[src/hw/rtl/consistent_hash_ring_top_assert.svh]
// Assertion macros for the hash ring block
`ifndef CONSISTENT_HASH_RING_TOP_ASSERT_SVH
`define CONSISTENT_HASH_RING_TOP_ASSERT_SVH
`ifndef SYNTHESIS
`define CHR_ASSERT_IMP(label, clk, rst, ante, cons, msg) \
   label: assert property (@(posedge clk) disable iff (rst) (ante) |-> (cons)) else $error(msg);
`define CHR_ASSERT_NXT(label, clk, rst, ante, cons, msg) \
   label: assert property (@(posedge clk) disable iff (rst) (ante) |=> (cons)) else $error(msg);
`else
`define CHR_ASSERT_IMP(label, clk, rst, ante, cons, msg)
`define CHR_ASSERT_NXT(label, clk, rst, ante, cons, msg)
`endif
`endif

[src/hw/rtl/chr_pkg.sv]
// ----------------------------------------------------------------------------
// chr_pkg
// Shared types and codes for the hash ring controller and datapath.
// ----------------------------------------------------------------------------
package chr_pkg;
   localparam logic [1:0] OP_LOOKUP = 2'd0;
   localparam logic [1:0] OP_ADD    = 2'd1;
   localparam logic [1:0] OP_REMOVE = 2'd2;
   localparam logic [1:0] OP_NONE   = 2'd3;  // unused code, answered with the ring size

   localparam logic [1:0] ST_OK       = 2'd0;
   localparam logic [1:0] ST_EMPTY    = 2'd1;
   localparam logic [1:0] ST_FULL     = 2'd2;
   localparam logic [1:0] ST_NOSERVER = 2'd3;

   typedef enum logic [2:0] {
      S_IDLE, S_SEARCH, S_SWAIT, S_LKRD, S_SHIFT, S_SCAN, S_DONE
   } state_type;

   typedef struct packed {
      logic load;       // capture request word
      logic srch_init;  // lo=0, hi=count
      logic srch_rd;    // issue read at mid
      logic srch_step;  // narrow with read data
      logic lk_rd;      // read the found entry
      logic sh_init;
      logic sh_step;
      logic scan_init;
      logic scan_step;
      logic finish;
   } cmd_type;

   typedef struct packed {
      logic srch_done;
      logic sh_done;
      logic scan_done;
      logic empty;
      logic full;
   } sts_type;
endpackage

[src/hw/rtl/chr_ctrl.sv]
// ----------------------------------------------------------------------------
// chr_ctrl
// Sequencer for lookup, add and remove.
// ----------------------------------------------------------------------------
module chr_ctrl (
   input  logic            clock,
   input  logic            reset,
   input  logic            start,
   input  logic [1:0]      req_operation,
   input  chr_pkg::sts_type sts,
   output chr_pkg::cmd_type cmd,
   output logic            busy
);
   import chr_pkg::*;
   `include "consistent_hash_ring_top_assert.svh"

   state_type state_ff, state_in;
   logic [1:0] op_ff, op_in;

   always_ff @(posedge clock) begin
      if (reset) begin
         state_ff <= S_IDLE;
         op_ff    <= OP_LOOKUP;
      end else begin
         state_ff <= state_in;
         op_ff    <= op_in;
      end
   end

   always_comb begin
      state_in = state_ff;
      op_in    = op_ff;
      cmd      = '0;
      busy     = (state_ff != S_IDLE);
      case (state_ff)
         S_IDLE: begin
            if (start) begin
               cmd.load = 1'b1;
               op_in    = req_operation;
               case (req_operation)
                  OP_LOOKUP, OP_ADD: begin
                     cmd.srch_init = 1'b1;
                     state_in      = S_SEARCH;
                  end
                  OP_REMOVE: begin
                     cmd.scan_init = 1'b1;
                     state_in      = S_SCAN;
                  end
                  default: state_in = S_DONE;
               endcase
            end
         end
         S_SEARCH: begin
            if (sts.srch_done) begin
               if (op_ff == OP_LOOKUP) begin
                  if (sts.empty) state_in = S_DONE;
                  else begin
                     cmd.lk_rd = 1'b1;
                     state_in  = S_LKRD;
                  end
               end else if (sts.full) begin
                  state_in = S_DONE;
               end else begin
                  cmd.sh_init = 1'b1;
                  state_in    = S_SHIFT;
               end
            end else begin
               cmd.srch_rd = 1'b1;
               state_in    = S_SWAIT;
            end
         end
         S_SWAIT: begin
            cmd.srch_step = 1'b1;
            state_in      = S_SEARCH;
         end
         S_LKRD: state_in = S_DONE;
         S_SHIFT: begin
            cmd.sh_step = 1'b1;
            if (sts.sh_done) state_in = S_DONE;
         end
         S_SCAN: begin
            cmd.scan_step = 1'b1;
            if (sts.scan_done) state_in = S_DONE;
         end
         S_DONE: begin
            cmd.finish = 1'b1;
            state_in   = S_IDLE;
         end
         default: state_in = S_IDLE;
      endcase
   end

   `CHR_ASSERT_NXT(a_start_leaves_idle, clock, reset, start && !busy, busy,
                   "start did not make the block busy")
   `CHR_ASSERT_NXT(a_done_to_idle, clock, reset, state_ff == S_DONE, !busy,
                   "done state did not return to idle")
   `CHR_ASSERT_IMP(a_swait_from_search, clock, reset, state_ff == S_SWAIT,
                   $past(state_ff) == S_SEARCH, "search wait entered out of order")
endmodule

[config.mk]
export PLATFORM = sky130hd
export DESIGN_NAME = chr_ctrl
export DESIGN_NICKNAME = d
export VERILOG_FILES = /design/src/hw/rtl/chr_pkg.sv /design/src/hw/rtl/chr_ctrl.sv
export VERILOG_INCLUDE_DIRS = /design/src /design/src/hw/rtl
export SDC_FILE = /design/constraint.sdc
export NUM_CORES = 1
export LEC_CHECK = 0
export BUFFER_PORTS_ARGS = -buffer_cell sky130_fd_sc_hd__clkbuf_2
export CORE_AREA = 8 8 45 47
export DETAILED_ROUTE_END_ITERATION = 12
export DIE_AREA = 0 0 53 55
export PLACE_DENSITY = 0.56
export SLEW_MARGIN = 0
export SYNTH_ARGS = -nofsm -noshare
export SYNTH_HDL_FRONTEND = slang
export SYNTH_SLANG_ARGS = --single-unit
[constraint.sdc]
create_clock -name clock -period 2.52 [get_ports clock]
set_clock_uncertainty 0.1 [all_clocks]
set_input_delay 0.252 -clock clock [delete_from_list [all_inputs] [get_ports clock]]
set_output_delay 0.252 -clock clock [all_outputs]
set_load 0.01 [all_outputs]
# Word-level counts from Yosys, hierarchy flattened
# Cells that the tools add are included.
dict set report totals {
  ff_bits 5
  input_bits 10
  out_inout_bits 11
  elab_cells 47
}
dict set report op_classes {
  eq_ne 11
  muxes 27
  reduce_logical 7
}
# operator count
set ops {}
lappend ops {{2-to-1 mux 3 bit} 6}
lappend ops {{one-hot mux 3 bit (6 select lines)} 1}
lappend ops {{2-to-1 mux 1 bit} 14}
lappend ops {{2-to-1 mux 2 bit} 5}
lappend ops {{equality test 3 bit, second input constant} 3}
lappend ops {{equality test 3 x 2 -> 1 bit, second input constant} 2}
lappend ops {{!= test 2 bit, second input constant} 3}
lappend ops {{one-hot mux 3 bit (2 select lines)} 1}
lappend ops {{logical NOT 2 bit} 2}
lappend ops {{equality test 3 x 1 -> 1 bit, second input constant} 1}
lappend ops {{logical NOT 3 bit} 1}
lappend ops {{AND reduction 3 bit} 1}
lappend ops {{nonzero test 3 bit} 1}
lappend ops {{equality test 2 x 1 -> 1 bit, second input constant} 1}
lappend ops {{equality test 2 bit, second input constant} 1}
lappend ops {{AND reduction 2 bit} 1}
lappend ops {{OR reduction 2 bit} 1}

# Logic depth before layout (Yosys ltp)
# Gate-level depths: netlist of run 1.
dict set report logic_depth {
  word_depth 5
  depth_mapped 5
  mapped_depth_nobuf 4
}

# Least setup slack after synthesis of run 1
# Ideal clock, no wire load.
dict set report synth_path {
  path_kind {flip-flop to output port}
  startpoint {register state_ff[0]}
  endpoint {output cmd[2] in the netlist's numbering}
  arrival_time_ps 1170
  required_ps 2168
  path_slack_ps 998
  stages_incl_launch_ff 5
  n_path_buf 1
  path_cell_list {dfxtp_1 -> buf_2 -> nor3_2 -> nand2_1 -> nor3b_1}
}
# item line_no
set synth_rtl {}
lappend synth_rtl {{from (decl)} chr_ctrl.sv:17} ;# state_type state_ff, state_in;
lappend synth_rtl {{from (signal assigned)} chr_ctrl.sv:25} ;# state_ff <= state_in;
lappend synth_rtl {{to (decl)} chr_ctrl.sv:11} ;# output chr_pkg::cmd_type cmd,

==> results of run 1 <==
per-layer routing:
layer / GRT usage / vias up
met5: 0 / -
met4: 0 / 0
met3: 0.0588 / 0
met2: 0.117 / 13
met1: 0.0881 / 192
li1: - / 242
final timing paths:
check	startpoint	endpoint	slack, ps
max	state_ff[0]	cmd[2]	690
min	reset	op_ff[1]	140
max reg2reg	state_ff[0]	state_ff[2]	1030
min reg2reg	op_ff[1]	op_ff[1]	420
synthesized netlist by cell type:
cell	count
or3b_1	1
or3_1	1
inv_1	3
nor2_1	9
nor3_2	1
nor3b_1	2
nand3b_1	2
inv_2	3
nand2b_1	1
a32oi_1	1
o21ai_1	1
buf_2	3
mux2i_1	2
o211ai_1	1
nor3b_2	2
a21oi_1	3
and3_1	3
nand2_1	1
dfxtp_1	5
a221oi_1	1
nor3_1	6
a32o_1	1
o21ai_0	2
nor2b_1	1
registers in the layout, indices dropped and copies added, names as in the netlist:
name,flops
op_ff,2
state_ff,3
cell families after synthesis:
logic type	synth area share
muxes	0.0498
and+or+nand+nor	0.445
DFF	0.249
buffers and inverters	0.0934
AOI/OAI and AO/OA	0.162
power by group:
| group | total [mW] | switching [mW] | leakage, nW | internal, mW |
|---|---|---|---|---|
| clock | 0.0917 | 0.0319 | 0.0150 | 0.0598 |
| sequential | 0.172 | 0.0651 | 0.0412 | 0.107 |
| combinational | 0.290 | 0.153 | 0.212 | 0.137 |
| total | 0.553 | 0.250 | 0.268 | 0.303 |
area by class of cell:
cell class | count | area [sq um] | area share
tap | 16 | 20.0 | 0.0376
multi-input combinational | 42 | 264 | 0.495
timing repair buffer | 20 | 100 | 0.188
clock buffer | 4 | 26.3 | 0.0493
inverter | 6 | 22.5 | 0.0423
sequential | 5 | 100 | 0.188
==> summary.txt, run 1 <==
Floorplanning
  • # rows: 14
  • Die width: 53 microns
  • Top Ports: 21
  • Die H: 55 microns
  • Die area: 2920 sq um
  • Core box area: 1380 sq um
  • Initial core utilization: 0.290

CTS
  • H-tree depth: 1
  • Clk_lat worst skew: 240 ps
  • CTS Buffer Depth: 2
  • Root buffer cell: clkbuf_4
  • Setup repair bufs after CTS: 0
  • CTS Hold Bufs: 0
  • Clk slew on worst S/H paths: 40 ps
  • Post_cts resized: 0
  • CTS sink count: 5
  • Total CTS buffers: 3
  • CTS tree: built

Worst setup path
  • Worst reg2reg path depth: 4
  • Cells along the critical path: nor3_2 -> nand2_1 -> nor3b_1 -> clkbuf_2
  • CP max stage delay: 410 ps
  • CP Class: flip-flop to primary output
  • CP Max Fanout: 14
  • CP endpoint kind: primary output
  • Worst Setup Start Kind: flip-flop
  • WP data arrival: 1480 ps
  • CP required: 2170 ps
  • Largest delay share family, worst path: simple AND/OR/NAND/NOR gates
  • Crit path depth: 4
  • CP bufs+invs: 1
  • Slowest CP cell: dfxtp_1

Power
  • Maximum VDD drop: 0.362 mV
  • Power Density: 1040 nW/um^2
  • Leak: 0.268 nW
  • Total power: 0.553 mW

STA
  • # setup viols final: 0
  • Max Freq: 545 MHz
  • Relative slew slack: 0.733
  • Max Slew Vio Count: 0
  • Setup TNS: 0 ps
  • Fin crit share: 0.728
  • Tmin final: 1830 ps
  • Hold_ws: 136 ps
  • RSZ-0062 raised after global routing: false
  • Actual slew at the worst max-slew pin: 399 ps
  • Slack of the critical path: 686 ps
  • Hold Vio Cnt, Final: 0

Final layout
  • Util after Layout: 0.385
  • Area grow syn2layout: 32.7%
  • Number of nets in the layout: 88
  • Most common cell after layout, fill and taps aside: clkbuf_2
  • Most frequent cells in the layout: clkbuf_2, nor2_1, nor3_1
  • Design area: 533 sq um
  • Layout cells sized above 1: 0.377
  • Layout fillers: 155
  • Final Non-Filler Cells: 93
  • # diodes: 0

Route
  • Wire per inst: 11.9 microns
  • Total number of vias: 447
  • Top Metal Used: met3
  • Routed vias/inst: 4.81
  • Metal2 WL: 524 microns
  • DR WL met3: 102 microns
  • WL met1: 483 microns
  • Iter 0 DRT Violations: 8
  • DRC: 0
  • Detailed Route WL: 1110 microns
  • Post-route ant nets: 0
  • DR pass1 iterations: 3

Synth
  • Gate Count Post-Synth: 56
  • Syn_nets: 66
  • Yosys warning count: 0
  • Cell area after synthesis: 402 sq um
  • Syn Area/Cell: 7.17 sq um
  • Distinct cells, synth: 24
  • Seq/Total Area, Yosys: 0.249
  • Synth area leader: dfxtp_1
  • Flops & latches, synth: 5
  • Post-synth top area share: 0.249
  • Synth area leaders: dfxtp_1, nor2_1, nor3_1

GRT
  • Vias in the first global route: 397
  • Congestion Overflow GR: 0
  • First-pass GRT wire length: 1690 microns
  • Antenna violations before repair: 0
  • Largest net degree at the start of global routing: 15
  • GRT Util Overall: 0.0765

Placed design
  • Port Buffers: 20
  • Hpwl dp: 942 microns
  • Dpl cells: 89
  • GP Congestion: 0.758
  • Post-Place Worst Slack: 930 ps
  • Placed inst area: 507 sq um

Run
  • Max-cap violations: 0

Run status
  • Outcome: complete, no violations

Hold path
  • Hold-critical path depth: 2
  • Hold Path Class: input pin to flip-flop
Power figures use the tool's default switching activity.
==> run 2: changes to the inputs <==
--- a/config.mk
+++ b/config.mk
@@ -10,7 +10,7 @@
 export CORE_AREA = 8 8 45 47
 export DETAILED_ROUTE_END_ITERATION = 12
 export DIE_AREA = 0 0 53 55
-export PLACE_DENSITY = 0.56
+export PLACE_DENSITY = 0.58
 export SLEW_MARGIN = 0
 export SYNTH_ARGS = -nofsm -noshare
 export SYNTH_HDL_FRONTEND = slang
==> constraint.sdc (replaced) <==
create_clock -name clock -period 1.5 [get_ports clock]
set_clock_uncertainty 0.1 [all_clocks]
set_input_delay 0.15 -clock clock [delete_from_list [all_inputs] [get_ports clock]]
set_output_delay 0.15 -clock clock [all_outputs]
set_load 0.01 [all_outputs]
==> summary.txt, run 2 (synthesized netlist as in run 1, its figures left out) <==
GRT
  • Largest net degree at the start of global routing: 9
  • Vias in the first global route: 470
  • Congestion Overflow GR: 0
  • First-pass GRT wire length: 2010 microns
  • Antenna violations before repair: 0
  • GRT Util Overall: 0.0902

Run status
  • Outcome: complete, no violations

Route
  • Detailed Route WL: 1260 microns
  • DR pass1 iterations: 4
  • Iter 0 DRT Violations: 9
  • Wire per inst: 12.3 microns
  • Post-route ant nets: 0
  • Total number of vias: 509
  • Routed vias/inst: 4.99
  • DRC: 0

Final layout
  • # diodes: 0
  • Most frequent cells in the layout: clkbuf_2, nor2_1, buf_4
  • Max FFs per register: 3
  • Top flop regs: state_ff: 3 flops, op_ff: 2 flops
  • Most common cell after layout, fill and taps aside: clkbuf_2
  • Register with the most flip-flops: state_ff
  • Area grow syn2layout: 62.6%
  • Util after Layout: 0.472
  • Layout cells sized above 1: 0.570
  • Number of nets in the layout: 97
  • Final Non-Filler Cells: 102
  • Layout fillers: 137

Worst setup path
  • Flop-to-flop setup slack: 80 ps
  • CP Max Fanout: 8
  • Worst reg2reg path depth: 5
  • WP data arrival: 1240 ps
  • CP required: 1250 ps
  • CP endpoint kind: primary output
  • Largest delay share family, worst path: simple AND/OR/NAND/NOR gates
  • Cells along the critical path: or3b_4 -> nor2_1 -> buf_2
  • Worst Setup Start Kind: flip-flop
  • CP max stage delay: 400 ps
  • CP Class: flip-flop to primary output
  • CP bufs+invs: 1
  • Crit Reg-Reg Startpoint: state_ff[0]
  • R2R Path End: state_ff[2]
  • Slowest CP cell: or3b_4

CTS
  • H-tree depth: 1
  • CTS Buffer Depth: 2
  • CTS tree: built
  • CTS sink count: 5
  • Total CTS buffers: 3
  • Clk slew on worst S/H paths: 50 ps
  • Clk_lat worst skew: 240 ps
  • Root buffer cell: clkbuf_4

Power
  • Leak: 0.330 nW
  • Maximum VDD drop: 0.794 mV
  • Power Density: 1830 nW/um^2
  • Total power: 1.20 mW

STA
  • Max Freq: 670 MHz
  • RSZ-0062 raised after global routing: true
  • Relative slew slack: 0.819
  • Hold_ws: 35.4 ps
  • Fin crit share: 0.995
  • Max Slew Vio Count: 0
  • # setup viols final: 0
  • Actual slew at the worst max-slew pin: 270 ps
  • Slack of the critical path: 7.65 ps
  • Tmin final: 1490 ps
  • Hold Vio Cnt, Final: 0

Floorplanning
  • Die area: 2920 sq um
  • # rows: 14
  • Top Ports: 21
  • Core box area: 1380 sq um
  • Die H: 55 microns
  • Die width: 53 microns
  • Initial core utilization: 0.290

Placed design
  • Post-Place Worst Slack: 86.2 ps
  • GP Congestion: 0.808
  • Dpl cells: 92
  • Port Buffers: 20
  • Hpwl dp: 940 microns

Hold path
  • Hold path endpoint: op_ff[1]
  • Hold Path Class: input pin to flip-flop
  • Hold_sp: reset
  • Hold-critical path depth: 2

Run
  • Max-cap violations: 0
==> run 2: area by class of cell <==
cell class	count	area, sq um	share of cell area
Inverter	6	22.5	0.0345
Multi-Input combinational cell	42	305	0.467
Timing Repair Buffer	29	168	0.257
Sequential cell	5	111	0.170
Clock buffer	4	26.3	0.0402
Tap cell	16	20.0	0.0307
==> run 2: worst max-delay path by stage <==
stage                   to  cells after the start  slack (ps)   startpoint
2_1_floorplan       cmd[2]                      4          80  state_ff[0]
3_3_place_gp        cmd[4]                      3         100  state_ff[0]
3_5_place_dp   state_ff[2]                      4          90  state_ff[0]
4_1_cts             cmd[2]                      4         -10  state_ff[0]
5_1_grt             cmd[2]                      4         -50  state_ff[2]
6_report            cmd[4]                      3           8  state_ff[0]
==> run 2: routing by layer <==
layer,vias up,share of wire,global-route usage
li1,258,-,-
met2,19,0.47,0.133
met3,0,0.088,0.0508
met1,232,0.44,0.109
met5,-,0,0
met4,0,0,0.0259
==> run 2: worst register-to-register path, cell delays in order, from the launching register on <==
cell	delay (ps)
dfxtp_4	380
or3b_4	400
buf_4	140
nor3b_2	140
nor3_1	70
o21ai_1	120
==> run 2: power by group <==
group / internal (mW) / leakage, nW / total (mW) / switching (mW)
combinational: 0.392 / 0.272 / 0.751 / 0.359
clock: 0.101 / 0.0150 / 0.159 / 0.0585
sequential: 0.199 / 0.0431 / 0.288 / 0.0882
==> run 2: per-stage QoR <==
step	setup TNS, ps	instance area [sq um]
floorplan	0	402
global placement	0	529
detailed placement	0	529
CTS	-15.3	633
global route	-177	653
finish	0	653
==> run 2: what timing repair did <==
action                     CTS  global route
setup buffers                6             1
hold buffers                 0             0
pin swaps                    3             4
resized for setup           11            10
setup endpoints to repair    8             8
==> run 3: changes to the inputs <==
--- a/config.mk
+++ b/config.mk
@@ -10,7 +10,7 @@
 export CORE_AREA = 8 8 45 47
 export DETAILED_ROUTE_END_ITERATION = 12
 export DIE_AREA = 0 0 53 55
-export PLACE_DENSITY = 0.58
+export PLACE_DENSITY = 0.56
 export SLEW_MARGIN = 0
 export SYNTH_ARGS = -nofsm -noshare
 export SYNTH_HDL_FRONTEND = slang
==> constraint.sdc (replaced) <==
create_clock -name clock -period 1.7 [get_ports clock]
set_clock_uncertainty 0.1 [all_clocks]
set_input_delay 0.17 -clock clock [delete_from_list [all_inputs] [get_ports clock]]
set_output_delay 0.17 -clock clock [all_outputs]
set_load 0.01 [all_outputs]
==> summary.txt, run 3 (synthesized netlist as in run 1, its figures left out) <==
Power
  • Sequential Power Share: 0.266
  • Sw Share: 0.450
  • Maximum VDD drop: 0.408 mV
  • Clock power share: 0.160
  • Logic pwr share: 0.574
  • P_int: 0.483 mW
  • P_sw: 0.396 mW
  • Leak: 0.281 nW
  • Total power: 0.879 mW
  • Power Density: 1570 nW/um^2

CTS
  • Total CTS buffers: 3
  • CTS Hold Bufs: 0
  • Post_cts resized: 2
  • Setup repair bufs after CTS: 0
  • Clk slew on worst S/H paths: 40 ps
  • Root buffer cell: clkbuf_4
  • CTS sink count: 5
  • CTS Buffer Depth: 2
  • H-tree depth: 1
  • Clk_lat worst skew: 240 ps
  • CTS tree: built

Final layout
  • Top flop regs: state_ff: 3 flops, op_ff: 2 flops
  • Design area: 558 sq um
  • Max FFs per register: 3
  • Most frequent cells in the layout: clkbuf_2, nor2_1, nor3_1
  • Sequential cell area: 103 sq um
  • Layout cells sized above 1: 0.443
  • # diodes: 0
  • Number of nets in the layout: 90
  • Area grow syn2layout: 38.9%
  • Multi-input logic area: 272 sq um
  • Layout fillers: 164
  • Util after Layout: 0.403
  • Register with the most flip-flops: state_ff
  • Most common cell after layout, fill and taps aside: clkbuf_2

Floorplanning
  • Die width: 53 microns
  • Top Ports: 21
  • Die area: 2920 sq um
  • # rows: 14
  • Core box area: 1380 sq um
  • Die H: 55 microns
  • Initial core utilization: 0.290

GRT
  • Antenna violations before repair: 0
  • Congestion Overflow GR: 0
  • Vias in the first global route: 457
  • First-pass GRT wire length: 1950 microns
  • GRT Util Overall: 0.0917
  • Largest net degree at the start of global routing: 12

Placed design
  • Port Buffers: 20
  • Placed inst area: 522 sq um
  • GP Congestion: 0.694
  • Hpwl dp: 1020 microns

Run status
  • Outcome: complete, no violations

STA
  • Hold Vio Cnt, Final: 0
  • Tmin final: 1600 ps
  • Actual slew at the worst max-slew pin: 390 ps
  • Max Freq: 624 MHz
  • Fin crit share: 0.943
  • Setup TNS: 0 ps
  • # setup viols final: 0
  • RSZ-0062 raised after global routing: false
  • Relative slew slack: 0.738
  • Hold_ws: 58.7 ps
  • Max Slew Vio Count: 0

Route
  • Wire per inst: 13.0 microns
  • Post-route ant nets: 0
  • Routed vias/inst: 4.97
  • Iter 0 DRT Violations: 15
  • Detailed Route WL: 1240 microns
  • DR pass1 iterations: 4
  • DRC: 0
  • Total number of vias: 472

Worst setup path
  • CP required: 1430 ps
  • Worst reg2reg path depth: 4
  • CP Max Fanout: 9
  • Worst Setup Start Kind: flip-flop
  • WP data arrival: 1330 ps
  • CP Class: flip-flop to primary output
  • CP endpoint kind: primary output

Hold path
  • Hold-critical path depth: 2
  • Hold Path Class: input pin to flip-flop

Run
  • Max-cap violations: 0
## run 3: cell types whose count changed in the layout (fill, tap and decap cells not counted), sizes merged
| cell | before | now |
|---|---|---|
| buf | 15 | 2 |
| clkbuf | 18 | 24 |
## run 3: layout make-up
class | count | share of cell area
well taps | 16 | 0.0359
clock buffers | 4 | 0.0471
inverters | 6 | 0.0404
multi-input cells | 42 | 0.487
flip-flops and latches | 5 | 0.184
repair buffers | 22 | 0.206
## run 3: routing by layer
layer / routed length (microns) / part of all wire / up-vias / track usage
met4: 30 / 0.024 / 0 / 0.0517
met1: 474 / 0.38 / 212 / 0.0939
met3: 99 / 0.080 / 4 / 0.0374
met2: 633 / 0.51 / 14 / 0.156
li1: - / - / 242 / -
met5: 0 / 0 / - / 0
## run 3: critical path, cell delays in order, from the launching register on
cell	delay, ps
dfxtp_2	400
or3b_1	420
nor2_1	130
clkbuf_2	140
## run 3: path summary, 6_finish.rpt
path	to	slack (ps)	start
max	cmd[4]	100	state_ff[0]
min	state_ff[0]	60	reset
max reg2reg	state_ff[2]	370	state_ff[0]
min reg2reg	op_ff[1]	420	op_ff[1]
## run 3: power groups by stage
stage / logic [mW] / registers (mW) / clock network, mW
after floorplan: 0.388 / 0.176 / 0
after global placement: 0.507 / 0.223 / 0
after detailed placement: 0.502 / 0.228 / 0
after CTS: 0.510 / 0.231 / 0.145
after global routing: 0.562 / 0.245 / 0.156
final: 0.504 / 0.234 / 0.141
## run 3: metrics by stage
step                      setup WS, ps  instances
after floorplan                    260         56
after global placement             297         91
after detailed placement           248         91
after CTS                         30.8         95
after global routing              23.3         95
final                             97.7         95
